## src/design/assert_macros.svh

```systemverilog
// Assertion macros for the RTL of the unique FIFO queue.
// Included by uqf_datapath, which checks its own logic; no other dependencies.
`ifndef ASSERT_MACROS_SVH
`define ASSERT_MACROS_SVH

`ifndef SYNTHESIS

`define UQF_ASSERT(label, clk, rst_n, prop, msg) \
    label: assert property (@(posedge clk) disable iff (!rst_n) prop) else $error(msg);

`define UQF_ASSERT_NEXT(label, clk, rst_n, trig, cons, msg) \
    label: assert property (@(posedge clk) disable iff (!rst_n) (trig) |=> (cons)) \
        else $error(msg);

`else

`define UQF_ASSERT(label, clk, rst_n, prop, msg)

`define UQF_ASSERT_NEXT(label, clk, rst_n, trig, cons, msg)

`endif

`endif

```

## src/design/uqf_pkg.sv

```systemverilog
// Package for the unique FIFO queue: request and status codes, controller
// states and the command/status structs between controller and datapath.
// No dependencies.
package uqf_pkg;

    localparam int DEPTH_DEF       = 16;
    localparam int VALUE_WIDTH_DEF = 32;
    localparam int VALUE_WIDTH_MAX = 64;

    localparam int CMD_W    = 2;
    localparam int ITEM_W   = 32;
    localparam int POS_W    = 4;
    localparam int STATUS_W = 3;
    localparam int CNT_W    = 5;

    localparam int S_DATA_W = 40;
    localparam int S_USER_W = CMD_W;
    localparam int M_DATA_W = 40;
    localparam int M_USER_W = STATUS_W;

    typedef enum logic [CMD_W-1:0] {
        CMD_ENQ  = 2'd0,
        CMD_DEQ  = 2'd1,
        CMD_READ = 2'd2,
        CMD_NOP  = 2'd3
    } cmd_t;

    typedef enum logic [STATUS_W-1:0] {
        ST_OK    = 3'd0,
        ST_DUP   = 3'd1,
        ST_FULL  = 3'd2,
        ST_EMPTY = 3'd3,
        ST_RANGE = 3'd4
    } status_t;

    typedef enum logic [2:0] {
        S_IDLE,
        S_CHECK,
        S_SCAN,
        S_WRITE,
        S_FETCH,
        S_FINISH
    } state_t;

    typedef enum logic [1:0] {
        RA_HEAD,
        RA_POS,
        RA_WALK
    } rd_src_t;

    typedef struct packed {
        logic    latch;
        logic    rd_en;
        rd_src_t rd_src;
        logic    walk_start;
        logic    walk_step;
        logic    do_write;
        logic    do_pop;
        logic    take_rd;
        logic    st_load;
        status_t st_code;
        logic    out_load;
    } dp_cmd_t;

    typedef struct packed {
        cmd_t req_cmd;
        logic full;
        logic empty;
        logic pos_bad;
        logic match;
        logic scan_done;
        logic out_free;
    } dp_stat_t;

endpackage

```

## src/design/uqf_ctrl.sv

```systemverilog
// Controller of the unique FIFO queue: request sequencing state machine.
// Depends on uqf_pkg; drives uqf_datapath through dp_cmd_t.
module uqf_ctrl (
    input  logic              aclk,
    input  logic              aresetn,
    input  logic              s_valid_i,
    output logic              s_ready_o,
    input  uqf_pkg::dp_stat_t stat_i,
    output uqf_pkg::dp_cmd_t  cmd_o
);
    import uqf_pkg::*;

    state_t state_reg;
    state_t state_next;

    always_ff @(posedge aclk) begin
        if (!aresetn) begin
            state_reg <= S_IDLE;
        end else begin
            state_reg <= state_next;
        end
    end

    always_comb begin
        state_next = state_reg;
        cmd_o      = '0;
        s_ready_o  = 1'b0;
        case (state_reg)
            S_IDLE: begin
                s_ready_o = 1'b1;
                if (s_valid_i) begin
                    cmd_o.latch = 1'b1;
                    state_next  = S_CHECK;
                end
            end
            S_CHECK: begin
                case (stat_i.req_cmd)
                    CMD_ENQ: begin
                        if (stat_i.full) begin
                            cmd_o.st_load = 1'b1;
                            cmd_o.st_code = ST_FULL;
                            state_next    = S_FINISH;
                        end else if (stat_i.empty) begin
                            state_next = S_WRITE;
                        end else begin
                            cmd_o.rd_en      = 1'b1;
                            cmd_o.rd_src     = RA_HEAD;
                            cmd_o.walk_start = 1'b1;
                            state_next       = S_SCAN;
                        end
                    end
                    CMD_DEQ: begin
                        if (stat_i.empty) begin
                            cmd_o.st_load = 1'b1;
                            cmd_o.st_code = ST_EMPTY;
                            state_next    = S_FINISH;
                        end else begin
                            cmd_o.rd_en  = 1'b1;
                            cmd_o.rd_src = RA_HEAD;
                            state_next   = S_FETCH;
                        end
                    end
                    CMD_READ: begin
                        if (stat_i.pos_bad) begin
                            cmd_o.st_load = 1'b1;
                            cmd_o.st_code = ST_RANGE;
                            state_next    = S_FINISH;
                        end else begin
                            cmd_o.rd_en  = 1'b1;
                            cmd_o.rd_src = RA_POS;
                            state_next   = S_FETCH;
                        end
                    end
                    default: begin
                        state_next = S_FINISH;
                    end
                endcase
            end
            S_SCAN: begin
                if (stat_i.match) begin
                    cmd_o.st_load = 1'b1;
                    cmd_o.st_code = ST_DUP;
                    state_next    = S_FINISH;
                end else if (stat_i.scan_done) begin
                    state_next = S_WRITE;
                end else begin
                    cmd_o.rd_en     = 1'b1;
                    cmd_o.rd_src    = RA_WALK;
                    cmd_o.walk_step = 1'b1;
                end
            end
            S_WRITE: begin
                cmd_o.do_write = 1'b1;
                state_next     = S_FINISH;
            end
            S_FETCH: begin
                cmd_o.take_rd = 1'b1;
                cmd_o.do_pop  = (stat_i.req_cmd == CMD_DEQ);
                state_next    = S_FINISH;
            end
            S_FINISH: begin
                if (stat_i.out_free) begin
                    cmd_o.out_load = 1'b1;
                    state_next     = S_IDLE;
                end
            end
            default: begin
                state_next = S_IDLE;
            end
        endcase
    end

endmodule

```

## src/design/uqf_datapath.sv

```systemverilog
// Datapath of the unique FIFO queue: entry memory, pointers, duplicate scan
// and result register. Depends on uqf_pkg and assert_macros.svh.
`include "assert_macros.svh"

module uqf_datapath #(
    parameter int DEPTH       = uqf_pkg::DEPTH_DEF,
    parameter int VALUE_WIDTH = uqf_pkg::VALUE_WIDTH_DEF
) (
    input  logic                          aclk,
    input  logic                          aresetn,
    input  uqf_pkg::dp_cmd_t              cmd_i,
    output uqf_pkg::dp_stat_t             stat_o,
    input  logic [uqf_pkg::S_DATA_W-1:0]  s_tdata,
    input  logic [uqf_pkg::S_USER_W-1:0]  s_tuser,
    output logic                          m_tvalid,
    input  logic                          m_tready,
    output logic [uqf_pkg::M_DATA_W-1:0]  m_tdata,
    output logic [uqf_pkg::M_USER_W-1:0]  m_tuser
);
    import uqf_pkg::*;

    localparam int AW = (DEPTH > 1) ? $clog2(DEPTH) : 1;
    localparam int OW = $clog2(DEPTH + 1);
    localparam int CW = (OW > POS_W) ? OW : POS_W;
    localparam int SW = ((AW > POS_W) ? AW : POS_W) + 1;
    localparam int EW = (OW > CNT_W) ? OW : CNT_W;

    function automatic logic [AW-1:0] wrap_inc(input logic [AW-1:0] p);
        if (p == AW'(DEPTH - 1)) begin
            return '0;
        end
        return p + 1'b1;
    endfunction

    logic [VALUE_WIDTH-1:0] mem [DEPTH];

    cmd_t                   req_cmd_reg;
    logic [VALUE_WIDTH-1:0] item_reg;
    logic [POS_W-1:0]       pos_reg;
    logic [AW-1:0]          head_reg;
    logic [AW-1:0]          tail_reg;
    logic [AW-1:0]          walk_reg;
    logic [OW-1:0]          occ_reg;
    logic [OW-1:0]          cnt_reg;
    logic [VALUE_WIDTH-1:0] rd_data_reg;
    logic [ITEM_W-1:0]      val_reg;
    status_t                status_reg;
    logic                   out_valid_reg;
    logic [ITEM_W-1:0]      out_data_reg;
    status_t                out_status_reg;
    logic [CNT_W-1:0]       out_count_reg;

    logic [VALUE_WIDTH_MAX-1:0]   item_wide;
    logic signed [VALUE_WIDTH-1:0] rd_signed;
    logic [VALUE_WIDTH_MAX-1:0]   rd_wide;
    logic [SW-1:0]                sum_pos;
    logic [AW-1:0]                slot_pos;
    logic [AW-1:0]                rd_addr;
    logic [EW-1:0]                occ_ext;

    assign item_wide = VALUE_WIDTH_MAX'(s_tdata[ITEM_W-1:0]);
    assign rd_signed = rd_data_reg;
    assign rd_wide   = VALUE_WIDTH_MAX'(rd_signed);
    assign sum_pos   = SW'(head_reg) + SW'(pos_reg);
    assign slot_pos  = (sum_pos >= SW'(DEPTH)) ? AW'(sum_pos - SW'(DEPTH)) : AW'(sum_pos);
    assign occ_ext   = EW'(occ_reg);

    always_comb begin
        case (cmd_i.rd_src)
            RA_HEAD: rd_addr = head_reg;
            RA_POS:  rd_addr = slot_pos;
            RA_WALK: rd_addr = walk_reg;
            default: rd_addr = head_reg;
        endcase
    end

    always_ff @(posedge aclk) begin
        if (cmd_i.do_write) begin
            mem[tail_reg] <= item_reg;
        end
        if (cmd_i.rd_en) begin
            rd_data_reg <= mem[rd_addr];
        end
    end

    always_ff @(posedge aclk) begin
        if (!aresetn) begin
            head_reg      <= '0;
            tail_reg      <= '0;
            occ_reg       <= '0;
            out_valid_reg <= 1'b0;
        end else begin
            if (cmd_i.do_write) begin
                tail_reg <= wrap_inc(tail_reg);
                occ_reg  <= occ_reg + 1'b1;
            end else if (cmd_i.do_pop) begin
                head_reg <= wrap_inc(head_reg);
                occ_reg  <= occ_reg - 1'b1;
            end
            if (cmd_i.out_load) begin
                out_valid_reg <= 1'b1;
            end else if (m_tready) begin
                out_valid_reg <= 1'b0;
            end
        end
    end

    always_ff @(posedge aclk) begin
        if (cmd_i.latch) begin
            req_cmd_reg <= cmd_t'(s_tuser);
            item_reg    <= item_wide[VALUE_WIDTH-1:0];
            pos_reg     <= s_tdata[ITEM_W+POS_W-1:ITEM_W];
            val_reg     <= '0;
            status_reg  <= ST_OK;
        end else begin
            if (cmd_i.take_rd) begin
                val_reg <= rd_wide[ITEM_W-1:0];
            end
            if (cmd_i.st_load) begin
                status_reg <= cmd_i.st_code;
            end
        end
        if (cmd_i.walk_start) begin
            walk_reg <= wrap_inc(head_reg);
            cnt_reg  <= OW'(1);
        end else if (cmd_i.walk_step) begin
            walk_reg <= wrap_inc(walk_reg);
            cnt_reg  <= cnt_reg + 1'b1;
        end
        if (cmd_i.out_load) begin
            out_data_reg   <= val_reg;
            out_status_reg <= status_reg;
            out_count_reg  <= occ_ext[CNT_W-1:0];
        end
    end

    assign stat_o.req_cmd   = req_cmd_reg;
    assign stat_o.full      = (occ_reg == OW'(DEPTH));
    assign stat_o.empty     = (occ_reg == '0);
    assign stat_o.pos_bad   = (CW'(pos_reg) >= CW'(occ_reg));
    assign stat_o.match     = (rd_data_reg == item_reg);
    assign stat_o.scan_done = (cnt_reg == occ_reg);
    assign stat_o.out_free  = !out_valid_reg || m_tready;

    assign m_tvalid = out_valid_reg;
    assign m_tdata  = M_DATA_W'({out_count_reg, out_data_reg});
    assign m_tuser  = out_status_reg;

    `UQF_ASSERT(a_occ_bound, aclk, aresetn, occ_reg <= OW'(DEPTH), "occupancy above depth")
    `UQF_ASSERT(a_write_not_full, aclk, aresetn, cmd_i.do_write |-> !stat_o.full, "write when full")
    `UQF_ASSERT(a_pop_not_empty, aclk, aresetn, cmd_i.do_pop |-> !stat_o.empty, "pop when empty")
    `UQF_ASSERT(a_load_free, aclk, aresetn, cmd_i.out_load |-> (!out_valid_reg || m_tready), "result overwritten")
    `UQF_ASSERT_NEXT(a_write_grows, aclk, aresetn, cmd_i.do_write, occ_reg == $past(occ_reg) + 1'b1, "occupancy not advanced")

endmodule

```

## src/design/unique_fifo_queue.sv

```systemverilog
// Channel  Dir  tdata                                          tuser
// s_       in   [31:0] item_value, [35:32] entry_position       [1:0] cmd
// m_       out  [31:0] read_value, [36:32] entry_count          [2:0] status
//
// One request at a time, from input transfer to earliest result transfer: dequeue
// and read pass S_CHECK, S_FETCH, S_FINISH; no-op, full, empty and out-of-range go
// from S_CHECK to S_FINISH. An accepted enqueue scans the held entries before S_WRITE;
// a duplicate ends the scan at its match; the scan reads one held entry per cycle.
// Reset (aresetn low, synchronous) empties the queue; entry memory is not cleared.
// A waiting result does not block the next transfer in; only the finish of the
// following request waits for m_tready.
// Top level of the unique FIFO queue. Depends on uqf_pkg, uqf_ctrl, uqf_datapath.
module unique_fifo_queue #(
    parameter int DEPTH       = uqf_pkg::DEPTH_DEF,
    parameter int VALUE_WIDTH = uqf_pkg::VALUE_WIDTH_DEF
) (
    input  logic                          aclk,
    input  logic                          aresetn,
    input  logic                          s_tvalid,
    output logic                          s_tready,
    input  logic [uqf_pkg::S_DATA_W-1:0]  s_tdata,   // item_value, entry_position
    input  logic [uqf_pkg::S_USER_W-1:0]  s_tuser,   // cmd
    output logic                          m_tvalid,
    input  logic                          m_tready,
    output logic [uqf_pkg::M_DATA_W-1:0]  m_tdata,   // read_value, entry_count
    output logic [uqf_pkg::M_USER_W-1:0]  m_tuser    // status
);
    import uqf_pkg::*;

    dp_cmd_t  dp_cmd;
    dp_stat_t dp_stat;

    uqf_ctrl u_ctrl (
        .aclk      (aclk),
        .aresetn   (aresetn),
        .s_valid_i (s_tvalid),
        .s_ready_o (s_tready),
        .stat_i    (dp_stat),
        .cmd_o     (dp_cmd)
    );

    uqf_datapath #(
        .DEPTH       (DEPTH),
        .VALUE_WIDTH (VALUE_WIDTH)
    ) u_datapath (
        .aclk     (aclk),
        .aresetn  (aresetn),
        .cmd_i    (dp_cmd),
        .stat_o   (dp_stat),
        .s_tdata  (s_tdata),
        .s_tuser  (s_tuser),
        .m_tvalid (m_tvalid),
        .m_tready (m_tready),
        .m_tdata  (m_tdata),
        .m_tuser  (m_tuser)
    );

endmodule
```

## config.mk

```make
export PLATFORM = sky130hd
export DESIGN_NAME = unique_fifo_queue
export DESIGN_NICKNAME = d
export VERILOG_FILES = /design/src/design/uqf_pkg.sv /design/src/design/uqf_ctrl.sv /design/src/design/uqf_datapath.sv /design/src/design/unique_fifo_queue.sv
export VERILOG_INCLUDE_DIRS = /design/src /design/src/design
export SDC_FILE = /design/constraint.sdc
export NUM_CORES = 1
export LEC_CHECK = 0
export BUFFER_PORTS_ARGS = -buffer_cell sky130_fd_sc_hd__buf_2
export CAP_MARGIN = 20
export CORE_MARGIN = 3
export CORE_UTILIZATION = 35
export CTS_CLUSTER_DIAMETER = 150
export DETAILED_ROUTE_END_ITERATION = 6
export SLEW_MARGIN = 20
export SYNTH_ARGS = -nofsm -noshare
export SYNTH_HDL_FRONTEND = slang
export SYNTH_SLANG_ARGS = --single-unit
```

## constraint.sdc

```tcl
create_clock -name aclk -period 3.9 [get_ports aclk]
set_input_delay 0.39 -clock aclk [delete_from_list [all_inputs] [get_ports aclk]]
set_output_delay 0.39 -clock aclk [all_outputs]
set_load 0.01 [all_outputs]
```

**After elaboration in Yosys (flattened, before gate mapping)**

Memory sizes are Yosys's and may differ from the RTL's. A register that Yosys moved wholly into a read port is not among the register bits.
Cells that the tools add are included.

- Word-level logic and storage cells: 120
- Memories: 1
- Register bits: 139
- Output and inout bits: 45
- RAM bits: 512
- Input bits: 46

Memories:

| memory | words | bits a word | read ports | clocked after memory_dff | wr ports | RTL line | RTL |
|---|---|---|---|---|---|---|---|
| u_datapath.mem | 16 | 32 | 1 | 1 | 1 | uqf_datapath.sv:35 | `logic [VALUE_WIDTH-1:0] mem [DEPTH];` |

- Muxes and demuxes: 64
- Reduce and logical (&&, ||, !) cells: 11
- Bitwise operators: 1
- Add/sub/neg operators: 8
- Equal/unequal tests: 18
- Order comparisons: 2

Operators with widths:

| operator | number |
|---|---|
| 4-bit two-way mux | 16 |
| 32-bit equality test | 1 |
| 1-bit two-way mux | 29 |
| 3-bit two-way mux | 9 |
| 3-bit one-hot mux with 3 select lines | 2 |
| 4-bit one-hot mux with 2 select lines | 2 |
| 3-bit one-hot mux with 5 select lines | 1 |
| 4-bit by 1-bit adder with 4-bit output, second input constant | 3 |
| 4-bit equality test, second input constant | 3 |
| 4-bit one-hot mux with 3 select lines | 1 |
| 5-bit by 1-bit adder with 5-bit output, second input constant | 2 |
| 5-bit two-way mux | 2 |
| 3-bit by 2-bit equality test with 1-bit output, second input constant | 2 |
| 3-bit equality test, second input constant | 2 |
| 3-bit one-hot mux with 2 select lines | 1 |
| 2-bit nonzero test | 3 |
| 4-bit by 4-bit adder with 5-bit output | 1 |
| 5-bit equality test | 1 |
| 5-bit equality test, second input constant | 1 |
| 4-bit by 5-bit greater-or-equal comparator with 1-bit output | 1 |
| 5-bit greater-or-equal comparator, second input constant | 1 |
| 5-bit zero test | 1 |
| 5-bit by 1-bit subtractor with 5-bit output, second input constant | 1 |
| 2-bit by 1-bit equality test with 1-bit output, second input constant | 2 |
| other kinds (14) | 16 |

**Depth between registers and ports, before layout**

- Word-level depth: 9
- Gate-level depth with buffers: 19
- Gate-level depth less buffers: 15

**Hierarchy**

A second synthesis with hierarchy kept.

- Cell total of the unflattened synthesis: 1308
- Area total of the unflattened synthesis: 26085.0 sq um

By module, submodules not included:

| module | cells each | sequential area each (sq um) | area an instance (sq um) | times used |
|---|---|---|---|---|
| uqf_datapath | 1249 | 19879.1 | 25682.1 | 1 |
| uqf_ctrl | 59 | 60.1 | 402.9 | 1 |

**Least setup slack after synthesis**

No wires, ideal clock.

- Kind: register -> register
- Start: reg u_datapath.occ_reg[0], in the netlist u_datapath.occ_ext[0]
- End: reg u_datapath.rd_data_reg[0], read port of u_datapath.mem, enable pin
- Buffers on the path: 0
- Stages on the path, launching flop included: 8
- Arrival time: 3.574 ns
- Setup time: 0.466 ns
- Slack: -0.139 ns
- Period minus slack after synthesis: 4.039 ns
- Required time: 3.434 ns
- Cells stage by stage: dfxtp_1 ha_1 nand2b_1 a21oi_1 o21ai_0 nand2b_1 a21oi_1 o21ai_0

RTL lines:

| item | RTL line | RTL |
|---|---|---|
| start, declared | uqf_datapath.sv:43 | `logic [OW-1:0] occ_reg;` |
| start signal, assigned | uqf_datapath.sv:95 | `occ_reg <= occ_reg + 1'b1;` |
| start signal, assigned | uqf_datapath.sv:98 | `occ_reg <= occ_reg - 1'b1;` |
| end, declared | uqf_datapath.sv:45 | `logic [VALUE_WIDTH-1:0] rd_data_reg;` |

**Final worst setup path**

- Start: reg u_datapath.item_reg[19]
- End: reg u_datapath.rd_data_reg[19], read port of u_datapath.mem, data pin

- Longest elaborated chain between the ends: 5
- Elaborated cells on any way between the ends: 6
- Those cells by class: 3 x eq/ne; 3 x mux

RTL lines:

| item | RTL line | RTL |
|---|---|---|
| start, declared | uqf_datapath.sv:38 | `logic [VALUE_WIDTH-1:0] item_reg;` |
| start signal, assigned | uqf_datapath.sv:111 | `item_reg <= item_wide[VALUE_WIDTH-1:0];` |
| 32-bit equality test * | uqf_datapath.sv:141 | `assign stat_o.match = (rd_data_reg == item_reg);` |
| 3-bit two-way mux * | uqf_ctrl.sv:80 | `if (stat_i.match) begin` |
| 3-bit one-hot mux with 2 select lines * | uqf_ctrl.sv:28 | `case (state_reg)` |
| 2-bit equality test / 2-bit by 1-bit equality test with 1-bit output (equally long branches) | uqf_datapath.sv:69 | `case (cmd_i.rd_src)` |
| 4-bit one-hot mux with 2 select lines | uqf_datapath.sv:69 |  |

Mark *: on every way between the ends. The rest lies on a longest branch, timed or not.
A chain may end at the register's enable or synchronous reset.

==> summary.md <==
| Metric | Value |
|---|---|
| Site row count | `101` |
| Die area | `around 0.081 sq mm` |
| Commonest cells post-synth | `edfxtp_1, nand2_1, a21oi_1` |
| Initial antenna violation count | `1` |
| Post-synthesis simple-gate area fraction | `under 10%` |
| Slew Limit Fails | `0` |
| CTS Root Cell | `clkbuf_16` |
| # nets final | `2229` |
| CP arrival | `4.23 ns` |
| Max-Cap Viols | `0` |
| Final HPWL DP | `approximately 40000 microns` |
| R2R depth | `17` |
| Syn_area_per_cell | `14.2 sq um` |
| H-tree depth | `3` |
| FF-to-FF End | `u_datapath.rd_data_reg[19]$_DFFE_PP_` |
| Critical path's top delay family | `simple AND/OR/NAND/NOR gates` |
| Clk sink count | `683` |
| Via count | `16518` |
| Combinational family with the most area after synthesis | `simple AND/OR/NAND/NOR gates` |
| Final worst path period need | `3.84 ns` |
| Crit. End Element | `register` |
| Outcome | `complete, no violations` |
| Area of the mapped netlist | `0.0271 sq mm` |
| Yosys warns | `0` |
| Clock Pin Slew Worst Setup and Hold Paths | `roughly 0.060 ns` |
| Initial drt markers | `roughly 1600` |
| CP bufs+invs | `5` |
| CP Max Fanout | `18` |
| Register area share after synthesis | `73.6%` |
| Mux cell area share after synthesis | `3.99%` |
| Antenna Nets Post-Route | `0` |
| Synth unique cells | `61` |
| Hold Path Depth | `1` |
| Avg WL per Cell | `21.0 microns` |
| Placement Setup Slack | `-0.0778 ns` |
| Worst path slowest cell | `edfxtp_1` |
| Synth Area in Adders | `under 10%` |
| R2r setup slk | `0.06 ns` |
| TritonCTS Buffers | `70` |
| Gr usage total | `between 10% and 20%` |
| Endpoints failing hold | `0` |
| Pin count of the biggest net entering global routing | `51` |
| Post-synthesis compound-gate area fraction | `8.44%` |
| Skew-Pair Late Insertion Delay | `0.61 ns` |
| Buffers on Ports | `83` |
| Layout cells sized above 1 | `18.3%` |
| Peak VDD IR | `0.249 mV` |
| Crit share post-route | `98.4%` |
| Max-slew headroom | `approximately 50%` |
| CTS max path bufs | `3` |
| WHS | `between 0.02 and 0.03 ns` |
| Final core utilization | `42.9%` |
| F_max | `between 200 and 300 MHz` |
| Number of flops mapped to enable cells by yosys | `between 600 and 700` |
| CP Class | `register to register` |
| Worst Slack Setup Final | `0.0618 ns` |
| Worst-case clock skew | `roughly 0.022 ns` |
| Ranking of synthesized cells by area | `edfxtp_1, nand2_1, dfxtp_1, a32oi_1, mux2i_1` |
| Hold_sp | `s_tdata[27]` |
| # diodes | `0` |
| CTS tree | `yes` |
| Ys flop type | `edfxtp_1` |
| Largest Register | `u_datapath.mem` |
| Startpoint types | `register` |
| Vias per inst | `5.09` |
| Seq cells post-synth | `between 600 and 700` |
| Critical R2R Launch | `u_datapath.item_reg[19]$_DFFE_PP_` |
| Final setup fails | `0` |
| # DRC | `0` |
| Height of the die | `284 microns` |
| Pwr dens | `492 mW/mm^2` |
| Slew @ Worst Pin | `approximately 0.75 ns` |
| Top cell type's share of synthesized area | `69.4%` |
| Count leader, synth | `edfxtp_1` |
| Slowest stage delay, CP | `between 0.5 and 0.6 ns` |
| CP Data Required Time | `4.29 ns` |
| Wirelength, routed | `slightly below 70000 microns` |
| Grt ovf | `0` |
| Synthesized instance count | `1904` |
| Crit path cell chain | `xnor2_2, nand4_1, nor4_2, buf_4, nand2_2, nand2b_4, inv_2, ha_1, and2_1, o31ai_4, buf_4, buf_6, buf_12, nand2_1, a32oi_1, mux2i_1, mux2i_1` |
| Max reg flops | `~510` |
| Initial Util | `35.5%` |
| DR pass1 iterations | `5` |
| Die W | `284 microns` |
| Syn-to-layout area delta | `20.9%` |
| Xor/xnor share of the synthesized area | `1.65%` |
| End of the worst hold path | `u_datapath.item_reg[27]$_DFFE_PP_` |
| Global-route wire length before repair | `roughly 100000 microns` |
| Ports | `around 90` |
| Leak Pwr | `11.6 nW` |
| Async set-reset flop share out of synthesis | `0%` |
| HP Class | `primary input to register` |
| Core area | `0.0763 sq mm` |
| Number of global-route vias before repair | `16204` |
| Placer Congestion | `0.789` |
| Cell taking the most area after synthesis | `edfxtp_1` |
==> placed cells by master, fill, tap and decap left out, types with 6 or more instances in the layout <==
cell type,netlist,routed
a21oi_1,175,174
a32oi_1,125,125
and2_1,11,10
buf_12,0,29
buf_2,63,84
buf_4,18,143
bufinv_16,0,8
clkbuf_1,27,19
clkbuf_16,0,72
clkinv_1,0,13
dfxtp_1,57,57
dlygate4sd3_1,0,37
edfxtp_1,626,626
ha_1,23,22
inv_1,18,18
mux2i_1,99,98
nand2_1,460,459
nand2b_1,11,10
nand3_1,9,9
nand4_1,9,9
nor2_1,26,13
nor2_4,0,13
nor3_1,10,6
o21ai_0,13,11
xnor2_1,46,41
==> per-layer routing <==
metal	global-route usage, %	part of all wire [%]	vias up
met5	0	0	-
met4	4.93	2.1	0
met3	2.19	5.5	98
met2	27.6	50	468
met1	21.3	43	8332
li1	-	-	7620
==> stage by stage <==
step	TNS, ns	cells	power, mW	cell area (sq um)
after global placement	0	3047	9.52	29700
after global routing	-0.113	3243	16.7	32800
final	0	3243	16.1	32800
after detailed placement	-0.263	3047	9.55	29700
after floorplan	0	1906	9.12	27100
after CTS	0	3211	16.2	32400
==> worst reg2reg max path: stages, from the launching register on <==
cell,delay [ns]
edfxtp_1,0.55
xnor2_2,0.29
nand4_1,0.28
nor4_2,0.21
buf_4,0.20
nand2_2,0.10
nand2b_4,0.11
inv_2,0.05
ha_1,0.23
and2_1,0.21
o31ai_4,0.19
buf_4,0.18
buf_6,0.14
buf_12,0.18
nand2_1,0.08
a32oi_1,0.18
mux2i_1,0.12
mux2i_1,0.32
==> timing repair <==
| item | 4_1_cts | 5_1_grt |
|---|---|---|
| gates cloned | 0 | 4 |
| gates resized for setup | 3 | 16 |
| hold buffers | 37 | 0 |
| endpoints found under the hold margin | 37 | 0 |
| buffers inserted | 0 | 27 |
| endpoints found under the setup margin | 14 | 32 |
| pin swaps | 0 | 4 |
==> where the power goes <==
group	internal [mW]	switching [mW]	leakage, nW	total (mW)
registers	8.20	0.119	6.12	8.32
clock network	3.90	2.72	1.09	6.62
logic	0.495	0.687	4.40	1.18
==> kinds of logic after synthesis <==
family	after synthesis
xor gates and xnor gates	51
muxes	105
other	1
DFF	683
and+or+nand+nor	558
AOI/OAI and AO/OA	342
buffers and inverters	139
adders and majority gates	25
==> layout make-up <==
cell class	instances	area, sq um
clock buffers	91	1850
clock inverters	36	409
fillers	6852	43600
inverters	19	71.3
multi-input cells	1084	6660
flip-flops and latches	683	19900
well taps	1030	1290
repair buffers	300	2550
==> worst max path at each step <==
stage                                            from                                   end  slack [ns]  cells past startpoint
floorplan            u_ctrl.state_reg[0]$_SDFFE_PN0P_        u_datapath.mem[3][0]$_DFFE_PP_        0.12                      6
global placement    u_datapath.item_reg[19]$_DFFE_PP_   u_datapath.rd_data_reg[6]$_DFFE_PP_        0.05                     15
detailed placement  u_datapath.item_reg[19]$_DFFE_PP_  u_datapath.rd_data_reg[22]$_DFFE_PP_       -0.08                     14
CTS                  u_datapath.item_reg[3]$_DFFE_PP_  u_datapath.rd_data_reg[22]$_DFFE_PP_       0.001                     14
global route        u_datapath.item_reg[14]$_DFFE_PP_  u_datapath.rd_data_reg[17]$_DFFE_PP_       -0.03                     17
finish              u_datapath.item_reg[19]$_DFFE_PP_  u_datapath.rd_data_reg[19]$_DFFE_PP_        0.06                     17
Note: power is estimated with default switching activity, not from simulation.
